==> src/mrs_pkg.sv <==
// ----------------------------------------------------------------------------
// mrs_pkg
// Shared types, constants and helpers of the magnetometer read sequencer.
// ----------------------------------------------------------------------------
package mrs_pkg;

    localparam int MRS_QUEUE_DEPTH = 2;

    localparam int IN_TDATA_W  = 88;
    localparam int OUT_TDATA_W = 72;
    localparam int CFG_IDX_W   = 2;
    localparam int CFG_DATA_W  = 16;
    localparam int GAIN_W      = 9;
    localparam int WAIT_W      = 16;

    typedef logic [2:0] t_kind;
    localparam t_kind KIND_WRITE    = 3'd0;
    localparam t_kind KIND_FETCH    = 3'd1;
    localparam t_kind KIND_SAMPLE   = 3'd2;
    localparam t_kind KIND_NONE     = 3'd3;
    localparam t_kind KIND_OVERFLOW = 3'd4;

    typedef logic [CFG_IDX_W-1:0] t_cfg_idx;
    localparam t_cfg_idx CFG_GAIN_X  = 2'd0;
    localparam t_cfg_idx CFG_GAIN_Y  = 2'd1;
    localparam t_cfg_idx CFG_GAIN_Z  = 2'd2;
    localparam t_cfg_idx CFG_WAIT_US = 2'd3;

    localparam logic [GAIN_W-1:0] GAIN_RESET = 9'd256;
    localparam logic [WAIT_W-1:0] WAIT_RESET = 16'd8000;

    localparam logic [6:0] HUB_SLV_ADDR = 7'h25;
    localparam logic [6:0] HUB_SLV_REG  = 7'h26;
    localparam logic [6:0] HUB_SLV_CTRL = 7'h27;
    localparam logic [6:0] HUB_SLV_DO   = 7'h63;
    localparam logic [6:0] HUB_EXT_DATA = 7'h49;

    localparam logic [7:0] MAG_I2C_ADDR    = 8'h0C;
    localparam logic [7:0] READ_BIT        = 8'h80;
    localparam logic [7:0] SLV_ENABLE      = 8'h80;
    localparam logic [7:0] REG_ST1         = 8'h02;
    localparam logic [7:0] REG_HXL         = 8'h03;
    localparam logic [7:0] REG_CNTL1       = 8'h0A;
    localparam logic [7:0] MEASURE_ONCE_16 = 8'h11;
    localparam logic [3:0] LEN_STATUS      = 4'd1;
    localparam logic [3:0] LEN_DATA        = 4'd7;
    localparam logic [3:0] LEN_CTRL_ONE    = 4'd1;
    localparam int         ST1_READY_BIT   = 0;
    localparam int         ST2_OVF_BIT     = 3;

    typedef enum logic [1:0] {
        OP_NONE    = 2'd0,
        OP_FETCH   = 2'd1,
        OP_QUEUE   = 2'd2,
        OP_MEASURE = 2'd3
    } t_op;

    typedef struct packed {
        t_op         op;
        logic [7:0]  rd_reg;
        logic [3:0]  len;
        logic        ovf;
        logic [47:0] raw;
    } t_cmd;

    function automatic logic signed [15:0] sat16(input logic signed [17:0] v);
        logic signed [15:0] r;
        if (v > 18'sd32767) begin
            r = 16'sh7FFF;
        end else if (v < -18'sd32768) begin
            r = 16'sh8000;
        end else begin
            r = v[15:0];
        end
        return r;
    endfunction

endpackage

==> src/mrs_front.sv <==
// ----------------------------------------------------------------------------
// mrs_front
// Accepts input transactions, tracks the read phase and issues commands.
// ----------------------------------------------------------------------------
module mrs_front (
    input  logic                               i_clk,
    input  logic                               i_rst_n,
    input  logic                               i_valid,
    output logic                               o_ready,
    input  logic                               i_req_type,
    input  logic [mrs_pkg::IN_TDATA_W-1:0]     i_data,
    input  logic [mrs_pkg::WAIT_W-1:0]         i_wait_us,
    output logic                               o_cmd_valid,
    output mrs_pkg::t_cmd                      o_cmd,
    input  logic                               i_cmd_ready
);
    import mrs_pkg::*;

    typedef enum logic [2:0] {
        PH_IDLE   = 3'b001,
        PH_STATUS = 3'b010,
        PH_DATA   = 3'b100
    } t_phase;

    t_phase      r_phase, n_phase;
    logic        r_await, n_await;
    logic [31:0] r_start, n_start;
    logic [3:0]  r_pend, n_pend;

    logic        accept;
    logic [31:0] now;
    logic [31:0] diff;
    logic        wait_done;
    t_cmd        cmd;

    assign o_ready     = i_cmd_ready;
    assign accept      = i_valid && i_cmd_ready;
    assign now         = i_data[31:0];
    assign diff        = now - r_start;
    assign wait_done   = !diff[31] && (diff >= {16'd0, i_wait_us});
    assign o_cmd_valid = i_valid;
    assign o_cmd       = cmd;

    always_comb begin
        n_phase    = r_phase;
        n_await    = r_await;
        n_start    = r_start;
        n_pend     = r_pend;
        cmd.op     = OP_NONE;
        cmd.rd_reg = REG_ST1;
        cmd.len    = LEN_STATUS;
        cmd.ovf    = i_data[80 + ST2_OVF_BIT];
        cmd.raw    = i_data[79:32];
        if (!i_req_type) begin
            case (r_phase)
                PH_STATUS, PH_DATA: begin
                    if (!r_await && wait_done) begin
                        cmd.op  = OP_FETCH;
                        cmd.len = r_pend;
                        n_await = 1'b1;
                    end
                end
                default: begin
                    cmd.op  = OP_QUEUE;
                    n_pend  = LEN_STATUS;
                    n_start = now;
                    n_await = 1'b0;
                    n_phase = PH_STATUS;
                end
            endcase
        end else if (r_await) begin
            case (r_phase)
                PH_STATUS: begin
                    cmd.op  = OP_QUEUE;
                    n_start = now;
                    n_await = 1'b0;
                    if (i_data[32 + ST1_READY_BIT]) begin
                        cmd.rd_reg = REG_HXL;
                        cmd.len    = LEN_DATA;
                        n_pend     = LEN_DATA;
                        n_phase    = PH_DATA;
                    end else begin
                        n_pend  = LEN_STATUS;
                        n_phase = PH_STATUS;
                    end
                end
                PH_DATA: begin
                    cmd.op  = OP_MEASURE;
                    n_await = 1'b0;
                    n_phase = PH_IDLE;
                end
                default: begin
                    cmd.op = OP_NONE;
                end
            endcase
        end
    end

    always_ff @(posedge i_clk) begin
        if (!i_rst_n) begin
            r_phase <= PH_IDLE;
            r_await <= 1'b0;
            r_start <= '0;
            r_pend  <= '0;
        end else if (accept) begin
            r_phase <= n_phase;
            r_await <= n_await;
            r_start <= n_start;
            r_pend  <= n_pend;
        end
    end

endmodule

==> src/mrs_queue.sv <==
// ----------------------------------------------------------------------------
// mrs_queue
// Small command FIFO between the front and the back.
// ----------------------------------------------------------------------------
module mrs_queue #(
    parameter int DEPTH = mrs_pkg::MRS_QUEUE_DEPTH
) (
    input  logic          i_clk,
    input  logic          i_rst_n,
    input  logic          i_valid,
    output logic          o_ready,
    input  mrs_pkg::t_cmd i_cmd,
    output logic          o_valid,
    input  logic          i_ready,
    output mrs_pkg::t_cmd o_cmd
);
    import mrs_pkg::*;

    localparam int PTR_W = $clog2(DEPTH);
    localparam int CNT_W = $clog2(DEPTH + 1);
    localparam logic [PTR_W-1:0] LAST_PTR = PTR_W'(DEPTH - 1);
    localparam logic [CNT_W-1:0] FULL_CNT = CNT_W'(DEPTH);

    t_cmd             r_mem [DEPTH];
    logic [PTR_W-1:0] r_wr, r_rd;
    logic [CNT_W-1:0] r_cnt;
    logic             push, pop;

    assign o_ready = (r_cnt != FULL_CNT);
    assign o_valid = (r_cnt != '0);
    assign o_cmd   = r_mem[r_rd];
    assign push    = i_valid && o_ready;
    assign pop     = o_valid && i_ready;

    always_ff @(posedge i_clk) begin
        if (!i_rst_n) begin
            r_wr  <= '0;
            r_rd  <= '0;
            r_cnt <= '0;
        end else begin
            if (push) begin
                r_wr <= (r_wr == LAST_PTR) ? '0 : r_wr + 1'b1;
            end
            if (pop) begin
                r_rd <= (r_rd == LAST_PTR) ? '0 : r_rd + 1'b1;
            end
            if (push && !pop) begin
                r_cnt <= r_cnt + 1'b1;
            end else if (pop && !push) begin
                r_cnt <= r_cnt - 1'b1;
            end
        end
    end

    always_ff @(posedge i_clk) begin
        if (push) begin
            r_mem[r_wr] <= i_cmd;
        end
    end

endmodule

==> src/mrs_back.sv <==
// ----------------------------------------------------------------------------
// mrs_back
// Expands commands into result transactions and scales the sample.
// ----------------------------------------------------------------------------
module mrs_back (
    input  logic                               i_clk,
    input  logic                               i_rst_n,
    input  logic                               i_cmd_valid,
    output logic                               o_cmd_ready,
    input  mrs_pkg::t_cmd                      i_cmd,
    input  logic [mrs_pkg::GAIN_W-1:0]         i_gain_x,
    input  logic [mrs_pkg::GAIN_W-1:0]         i_gain_y,
    input  logic [mrs_pkg::GAIN_W-1:0]         i_gain_z,
    output logic                               o_valid,
    input  logic                               i_ready,
    output logic [mrs_pkg::OUT_TDATA_W-1:0]    o_data,
    output mrs_pkg::t_kind                     o_kind,
    output logic                               o_last
);
    import mrs_pkg::*;

    t_cmd        r_cmd;
    logic        r_busy;
    logic [2:0]  r_step;
    logic        r_valid;
    logic [OUT_TDATA_W-1:0] r_data;
    t_kind       r_kind;
    logic        r_last;

    logic signed [25:0] r_prod_a, r_prod_b, r_prod_c;
    logic signed [15:0] r_mag_x, r_mag_y, r_mag_z;

    logic        emit, pop;
    t_kind       res_kind;
    logic [6:0]  res_addr;
    logic [7:0]  res_wdata;
    logic [3:0]  res_len;
    logic [15:0] res_x, res_y, res_z;
    logic        res_last;

    logic signed [17:0] q_a, q_b, q_c;
    logic signed [15:0] s_c;

    assign emit        = r_busy && (!r_valid || i_ready);
    assign pop         = i_cmd_valid && (!r_busy || (emit && res_last));
    assign o_cmd_ready = pop;
    assign o_valid     = r_valid;
    assign o_data      = r_data;
    assign o_kind      = r_kind;
    assign o_last      = r_last;

    always_comb begin
        res_kind  = KIND_WRITE;
        res_addr  = '0;
        res_wdata = '0;
        res_len   = '0;
        res_x     = '0;
        res_y     = '0;
        res_z     = '0;
        res_last  = 1'b0;
        case (r_cmd.op)
            OP_NONE: begin
                res_kind = KIND_NONE;
                res_last = 1'b1;
            end
            OP_FETCH: begin
                res_kind = KIND_FETCH;
                res_addr = HUB_EXT_DATA;
                res_len  = r_cmd.len;
                res_last = 1'b1;
            end
            OP_QUEUE: begin
                case (r_step)
                    3'd0: begin
                        res_addr  = HUB_SLV_ADDR;
                        res_wdata = MAG_I2C_ADDR | READ_BIT;
                    end
                    3'd1: begin
                        res_addr  = HUB_SLV_REG;
                        res_wdata = r_cmd.rd_reg;
                    end
                    default: begin
                        res_addr  = HUB_SLV_CTRL;
                        res_wdata = {4'd0, r_cmd.len} | SLV_ENABLE;
                        res_last  = 1'b1;
                    end
                endcase
            end
            default: begin
                case (r_step)
                    3'd0: begin
                        res_addr  = HUB_SLV_ADDR;
                        res_wdata = MAG_I2C_ADDR;
                    end
                    3'd1: begin
                        res_addr  = HUB_SLV_REG;
                        res_wdata = REG_CNTL1;
                    end
                    3'd2: begin
                        res_addr  = HUB_SLV_DO;
                        res_wdata = MEASURE_ONCE_16;
                    end
                    3'd3: begin
                        res_addr  = HUB_SLV_CTRL;
                        res_wdata = {4'd0, LEN_CTRL_ONE} | SLV_ENABLE;
                    end
                    default: begin
                        res_last = 1'b1;
                        if (r_cmd.ovf) begin
                            res_kind = KIND_OVERFLOW;
                        end else begin
                            res_kind = KIND_SAMPLE;
                            res_x    = r_mag_x;
                            res_y    = r_mag_y;
                            res_z    = r_mag_z;
                        end
                    end
                endcase
            end
        endcase
    end

    always_ff @(posedge i_clk) begin
        if (!i_rst_n) begin
            r_busy  <= 1'b0;
            r_step  <= '0;
            r_valid <= 1'b0;
        end else begin
            if (emit) begin
                r_valid <= 1'b1;
            end else if (i_ready) begin
                r_valid <= 1'b0;
            end
            if (pop) begin
                r_busy <= 1'b1;
                r_step <= '0;
            end else if (emit && res_last) begin
                r_busy <= 1'b0;
            end else if (emit) begin
                r_step <= r_step + 1'b1;
            end
        end
    end

    always_ff @(posedge i_clk) begin
        if (pop) begin
            r_cmd <= i_cmd;
        end
        if (emit) begin
            r_kind <= res_kind;
            r_last <= res_last;
            r_data <= {5'd0, res_z, res_y, res_x, res_len, res_wdata, res_addr};
        end
    end

    // scale: product, then truncate toward zero and saturate
    always_comb begin
        q_a = 18'((r_prod_a + (r_prod_a[25] ? 26'sd255 : 26'sd0)) >>> 8);
        q_b = 18'((r_prod_b + (r_prod_b[25] ? 26'sd255 : 26'sd0)) >>> 8);
        q_c = 18'((r_prod_c + (r_prod_c[25] ? 26'sd255 : 26'sd0)) >>> 8);
        s_c = sat16(q_c);
    end

    always_ff @(posedge i_clk) begin
        r_prod_a <= $signed(r_cmd.raw[15:0])  * $signed({1'b0, i_gain_x});
        r_prod_b <= $signed(r_cmd.raw[31:16]) * $signed({1'b0, i_gain_y});
        r_prod_c <= $signed(r_cmd.raw[47:32]) * $signed({1'b0, i_gain_z});
        r_mag_y  <= sat16(q_a);
        r_mag_x  <= sat16(q_b);
        r_mag_z  <= (s_c == 16'sh8000) ? 16'sh7FFF : -s_c;
    end

endmodule

==> src/magnetometer_read_sequencer_core.sv <==
// ----------------------------------------------------------------------------
// magnetometer_read_sequencer_core
// Magnetometer read sequencer over a sensor hub acting as I2C master.
// ----------------------------------------------------------------------------
// The front takes one input transaction per cycle while the command queue has
// room; a poll or a delivery is classified at once and the read state moves
// on. The back turns each command into one, three or five result
// transactions at one per cycle while the output does not stall, and that
// result count sets the sustained rate. Axis scaling runs in two register
// stages beside the four measure-command writes, so the sample is ready when
// its turn comes. A registered output stage holds a result until it is taken,
// and the command queue lets the front keep accepting while it has room.
module magnetometer_read_sequencer_core #(
    parameter int QUEUE_DEPTH = mrs_pkg::MRS_QUEUE_DEPTH
) (
    input  logic                               i_clk,
    input  logic                               i_rst_n,
    input  logic                               s_axis_tvalid,
    output logic                               s_axis_tready,
    // now_us[31:0], data_byte0[39:32] .. data_byte6[87:80]
    input  logic [mrs_pkg::IN_TDATA_W-1:0]     s_axis_tdata,
    // req_type[0]
    input  logic                               s_axis_tuser,
    output logic                               m_axis_tvalid,
    input  logic                               m_axis_tready,
    // reg_addr[6:0], reg_data[14:7], read_len[18:15], mag_x[34:19],
    // mag_y[50:35], mag_z[66:51], zero[71:67]
    output logic [mrs_pkg::OUT_TDATA_W-1:0]    m_axis_tdata,
    // kind[2:0]
    output mrs_pkg::t_kind                     m_axis_tuser,
    output logic                               m_axis_tlast,
    input  logic                               i_cfg_valid,
    output logic                               o_cfg_ready,
    input  mrs_pkg::t_cfg_idx                  i_cfg_index,
    input  logic [mrs_pkg::CFG_DATA_W-1:0]     i_cfg_data
);
    import mrs_pkg::*;

    logic [GAIN_W-1:0] r_gain_x, r_gain_y, r_gain_z;
    logic [WAIT_W-1:0] r_wait_us;

    logic f_valid, f_ready;
    t_cmd f_cmd;
    logic b_valid, b_ready;
    t_cmd b_cmd;

    assign o_cfg_ready = 1'b1;

    always_ff @(posedge i_clk) begin
        if (!i_rst_n) begin
            r_gain_x  <= GAIN_RESET;
            r_gain_y  <= GAIN_RESET;
            r_gain_z  <= GAIN_RESET;
            r_wait_us <= WAIT_RESET;
        end else if (i_cfg_valid) begin
            case (i_cfg_index)
                CFG_GAIN_X:  r_gain_x  <= i_cfg_data[GAIN_W-1:0];
                CFG_GAIN_Y:  r_gain_y  <= i_cfg_data[GAIN_W-1:0];
                CFG_GAIN_Z:  r_gain_z  <= i_cfg_data[GAIN_W-1:0];
                default:     r_wait_us <= i_cfg_data[WAIT_W-1:0];
            endcase
        end
    end

    mrs_front u_front (
        .i_clk       (i_clk),
        .i_rst_n     (i_rst_n),
        .i_valid     (s_axis_tvalid),
        .o_ready     (s_axis_tready),
        .i_req_type  (s_axis_tuser),
        .i_data      (s_axis_tdata),
        .i_wait_us   (r_wait_us),
        .o_cmd_valid (f_valid),
        .o_cmd       (f_cmd),
        .i_cmd_ready (f_ready)
    );

    mrs_queue #(
        .DEPTH (QUEUE_DEPTH)
    ) u_queue (
        .i_clk   (i_clk),
        .i_rst_n (i_rst_n),
        .i_valid (f_valid),
        .o_ready (f_ready),
        .i_cmd   (f_cmd),
        .o_valid (b_valid),
        .i_ready (b_ready),
        .o_cmd   (b_cmd)
    );

    mrs_back u_back (
        .i_clk       (i_clk),
        .i_rst_n     (i_rst_n),
        .i_cmd_valid (b_valid),
        .o_cmd_ready (b_ready),
        .i_cmd       (b_cmd),
        .i_gain_x    (r_gain_x),
        .i_gain_y    (r_gain_y),
        .i_gain_z    (r_gain_z),
        .o_valid     (m_axis_tvalid),
        .i_ready     (m_axis_tready),
        .o_data      (m_axis_tdata),
        .o_kind      (m_axis_tuser),
        .o_last      (m_axis_tlast)
    );

endmodule
==> config.mk <==
export PLATFORM = sky130hd
export DESIGN_NAME = magnetometer_read_sequencer_core
export DESIGN_NICKNAME = d
export VERILOG_FILES = /design/src/mrs_pkg.sv /design/src/mrs_front.sv /design/src/mrs_queue.sv /design/src/mrs_back.sv /design/src/magnetometer_read_sequencer_core.sv
export SDC_FILE = /design/constraint.sdc
export NUM_CORES = 2
export LEC_CHECK = 0
export BUFFER_PORTS_ARGS = -buffer_cell sky130_fd_sc_hd__buf_4
export CORE_ASPECT_RATIO = 1.5
export CORE_MARGIN = 2
export CORE_UTILIZATION = 53
export DETAILED_ROUTE_END_ITERATION = 10
export PLACE_DENSITY_LB_ADDON = 0.15
export REMOVE_ABC_BUFFERS = 1
export SETUP_SLACK_MARGIN = 0.05
export SLEW_MARGIN = 15
export SYNTH_ARGS = -nofsm -noshare
export SYNTH_HDL_FRONTEND = slang
export SYNTH_SLANG_ARGS = --single-unit
==> constraint.sdc <==
create_clock -name i_clk -period 7.9 [get_ports i_clk]
set_clock_uncertainty 0.1 [all_clocks]
set_input_delay 1.975 -clock i_clk [delete_from_list [all_inputs] [get_ports i_clk]]
set_output_delay 1.975 -clock i_clk [all_outputs]
set_load 0.01 [all_outputs]
==> flow_summary_export.csv <==
group,metric,value,unit
status,status,"complete, no violations",
timing,fmax,152.2,MHz
clock_tree,cts.hold.buffers_added,0,
critical_path,critical_path.max_fanout,17,
hold_path,hold_path_depth,2,
global_routing,grt_start_max_net_pins,89,
floorplanning,die_width,212.2,um
routing,num_vias,23310,
hold_path,hold_path_class,"register to register",
synthesis,postSynth.asyncResetShare,0,
synthesis,yosysWarningCount,0,
clock_tree,tritoncts,"yes",
floorplanning,die_area,67130,um^2
critical_path,r2r-end,"u_back.r_prod_b[22]",
synthesis,average_instance_area_after_synthesis,10.11,um^2
hold_path,worstHoldStart,"r_wait_us[7]",
routing,vias_per_cell,5.260,
clock_tree,numClockSinks,444,
power,total_leakage_power,17.59,nW
layout,layout-drive-gt1-share,0.09978,
critical_path,timing.critical_path.required,8.29,ns
timing,finalSetupViolCount,0,
placement,gp_congestion,0.8919,
critical_path,worst-r2r-cell-count,23,
synthesis,synth_seq_area_share,0.3241,
critical_path,worstSetupPathType,"register to register",
global_routing,antenna_found_initial,5,
synthesis,post_synth_num_cell_types,80,
synthesis,number_of_enable_type_register_cells_in_the_synthesized_netlist,228,
placement,placedInstanceArea,36440,um^2
synthesis,synth.most_common_cell,"sky130_fd_sc_hd__inv_1",
clock_tree,cts-buffers-inserted,44,
synthesis,yosys-top-cells-area,"sky130_fd_sc_hd__fa_1 (21%), sky130_fd_sc_hd__edfxtp_1 (20%), sky130_fd_sc_hd__dfxtp_1 (13%)",
floorplanning,die_height,316.3,um
floorplanning,floorplan.io_pins,191,
routing,wirelength,70.66,mm
critical_path,cp.arrival,6.96,ns
routing,drt_drc_violations_left,0,
hold_path,hold_end,"r_wait_us[7]",
job,max_cap_violations,0,
critical_path,cp_cell_sequence,"nand2_1 > fa_1 > inv_1 > fa_1 > inv_1 > fa_1 > inv_1 > fa_1 > inv_1 > fa_1 > inv_1 > ha_1 > o21a_1 > nor2_1 > nor2_1 > o21ai_0 > a311oi_1 > a41oi_1 > a2111oi_0 > o21a_1 > o21ai_0 > nor2b_1 > xnor2_1",
clock_tree,clkTransAtPathRegs,0.07,ns
timing,hold_violations,0,
critical_path,worst_setup_path_startpoint,"r_gain_y[1]",
routing,drt_pass1_iterations,5,
timing,slew_viol_final,0,
critical_path,regToRegSetupSlack,1.33,ns
timing,rsz0062_at_grt,"false",
power,cellPowerDensity,285.0,nW/um^2
timing,period_needed,6.571,ns
routing,postRouteAntennaNets,0,
timing,slew_headroom,0.2664,
critical_path,timing.critical_path.slowest_cell_delay,0.72,ns
global_routing,total_global_routing_overflow,0,
layout,finalNetCount,4247,
layout,multi_input_area,20790,um^2
global_routing,grt_usage,0.2175,
layout,nFillCells,5458,
timing,timing.final.crit_share,0.8318,
layout,post-route-cell-area,37960,um^2
layout,layoutNonFillerInstCount,4432,
critical_path,cpMaxStageDelayCell,"sky130_fd_sc_hd__dfxtp_1",
critical_path,startpoint_type,"register",
timing,worst_pin_slew,1.097,ns
global_routing,grt_pass1_wl,117.3,mm
timing,fin_tns_setup,0,ns
clock_tree,cts-root-buf,"sky130_fd_sc_hd__clkbuf_16",
placement,port_buffers,173,
synthesis,synth-main-ff-cell,"sky130_fd_sc_hd__edfxtp_1",
floorplanning,starting_utilization_of_the_core_area,0.5358,
critical_path,worstReg2RegStart,"r_gain_y[1]",
power,finalPower,10.82,mW
synthesis,synth_commonest_cells,"sky130_fd_sc_hd__inv_1 (540), sky130_fd_sc_hd__nand2_1 (375), sky130_fd_sc_hd__fa_1 (367), sky130_fd_sc_hd__and2_1 (291), sky130_fd_sc_hd__ha_1 (246)",
synthesis,synth_top_cell_by_area,"sky130_fd_sc_hd__fa_1",
synthesis,mappedNetlistArea,34470,um^2
clock_tree,cts.repair.resized,0,
floorplanning,std_cell_rows,114,
clock_tree,post_cts.repair.setup_buffers,0,
routing,dr.first_iter.drc_count,1014,
synthesis,synth_seq_cells,444,
synthesis,synth.top_cell.area_share,0.2132,
synthesis,synthesis.instances,3409,
placement,dp.final_hpwl,54.80,mm
power,peakVddDrop,0.2561,mV
clock_tree,clk_latency,0.61,ns
layout,seq_area,11170,um^2
routing,route.detailed.wl_per_inst,15.94,um
critical_path,critPathCaptureType,"register",
placement,dp_cells,4346,
clock_tree,cts_max_path_bufs,3,
clock_tree,cts-htree-levels,2,
global_routing,vias_in_the_first_global_route,24810,
floorplanning,placeableCoreArea,64330,um^2
layout,area_growth_syn_to_fin,10.13,%
-- registers in the layout (all words and copies together) (netlist names), 2 cells and up --
name and cells:
u_back.o_data 62, r_gain_x 9, u_queue.r_cnt 2, u_back.r_prod_b 26, u_back.o_kind 3, u_back.r_mag_x 16, u_back.r_step 3, u_queue.r_mem 108
u_back.r_mag_z 16, u_back.r_prod_a 26, u_front.r_pend 2, u_back.r_cmd 54, r_gain_z 9, u_front.r_phase 3, u_front.r_start 32, r_wait_us 16
r_gain_y 9, u_back.r_prod_c 26, u_back.r_mag_y 16
-- final cells by class --
type | instances | share of cell area
multi-input cells | 2309 | 0.5476
flip-flops and latches | 444 | 0.2943
inverters | 542 | 0.05360
repair buffers | 181 | 0.03580
clock buffers | 52 | 0.03085
well taps | 870 | 0.02868
clock inverters | 30 | 0.008834
diodes | 4 | 0.0002637
-- cells by family after synthesis --
kind of cell,after synthesis,share of synthesized area
buffers and inverters,664,0.07424
and+or+nand+nor,1009,0.1477
DFF,444,0.3241
xor gates and xnor gates,152,0.03917
muxes,101,0.03136
adders and majority gates,613,0.3025
AOI/OAI and AO/OA,424,0.08077
other,2,0.0002179
-- worst max path at each step --
stage               depth (start not counted)                   to
finish                                     23  u_back.r_prod_b[22]
global route                               21  u_back.r_prod_b[25]
CTS                                        23  u_back.r_prod_b[22]
detailed placement                         23  u_back.r_prod_b[22]
global placement                           23  u_back.r_prod_b[22]
floorplan                                  23  u_back.r_prod_b[22]
-- critical path: cells and delay by family (launching register included) --
kind | cells | cell delay [ns]
xor+xnor | 1 | 0.12
buf+inv | 5 | 0.24
compound gates | 7 | 1.91
fa+ha+maj | 6 | 2.87
flops | 1 | 0.72
simple gates | 4 | 0.48
-- placed cells by master, fill, tap and decap left out, types with 50 or more instances in the layout --
master and instances:
sky130_fd_sc_hd__o21ai_0 91, sky130_fd_sc_hd__fa_1 367, sky130_fd_sc_hd__nor2_1 106, sky130_fd_sc_hd__inv_1 539, sky130_fd_sc_hd__edfxtp_1 228, sky130_fd_sc_hd__mux2_2 56
sky130_fd_sc_hd__ha_1 246, sky130_fd_sc_hd__buf_4 181, sky130_fd_sc_hd__and2_1 290, sky130_fd_sc_hd__nor2b_1 52, sky130_fd_sc_hd__xnor2_1 101, sky130_fd_sc_hd__dfxtp_1 215
sky130_fd_sc_hd__a21oi_1 114, sky130_fd_sc_hd__nand2_1 374, sky130_fd_sc_hd__xor2_1 50
-- per-layer routing --
layer | vias up | share of wire | wire length [um] | global-route usage
met3 | 134 | 0.036 | 2512 | 0.02654
met1 | 11510 | 0.39 | 27210 | 0.2431
met2 | 445 | 0.55 | 38840 | 0.4183
met4 | 2 | 0.029 | 2073 | 0.08169
li1 | 11220 | - | - | -
met5 | - | 0.00023 | 16 | 0
-- where the power goes --
part           leakage [nW]  total, mW  switching, mW  internal [mW]
logic                  12.9       4.79           2.71           2.08
clock network         0.728       2.18          0.943           1.24
registers              3.94       3.84          0.624           3.22
-- through the flow --
| stage | worst slack (ns) | utilization | hold slack, ns |
|---|---|---|---|
| finish | 1.329 | 0.5901 | 0.3700 |
| global placement | 1.369 | 0.5665 | 0.3546 |
| detailed placement | 1.411 | 0.5665 | 0.3646 |
| floorplan | 2.090 | - | 0.3434 |
| global route | 0.9880 | 0.5901 | 0.3958 |
| CTS | 1.381 | 0.5899 | 0.3737 |
Power figures use the tool's default switching activity.
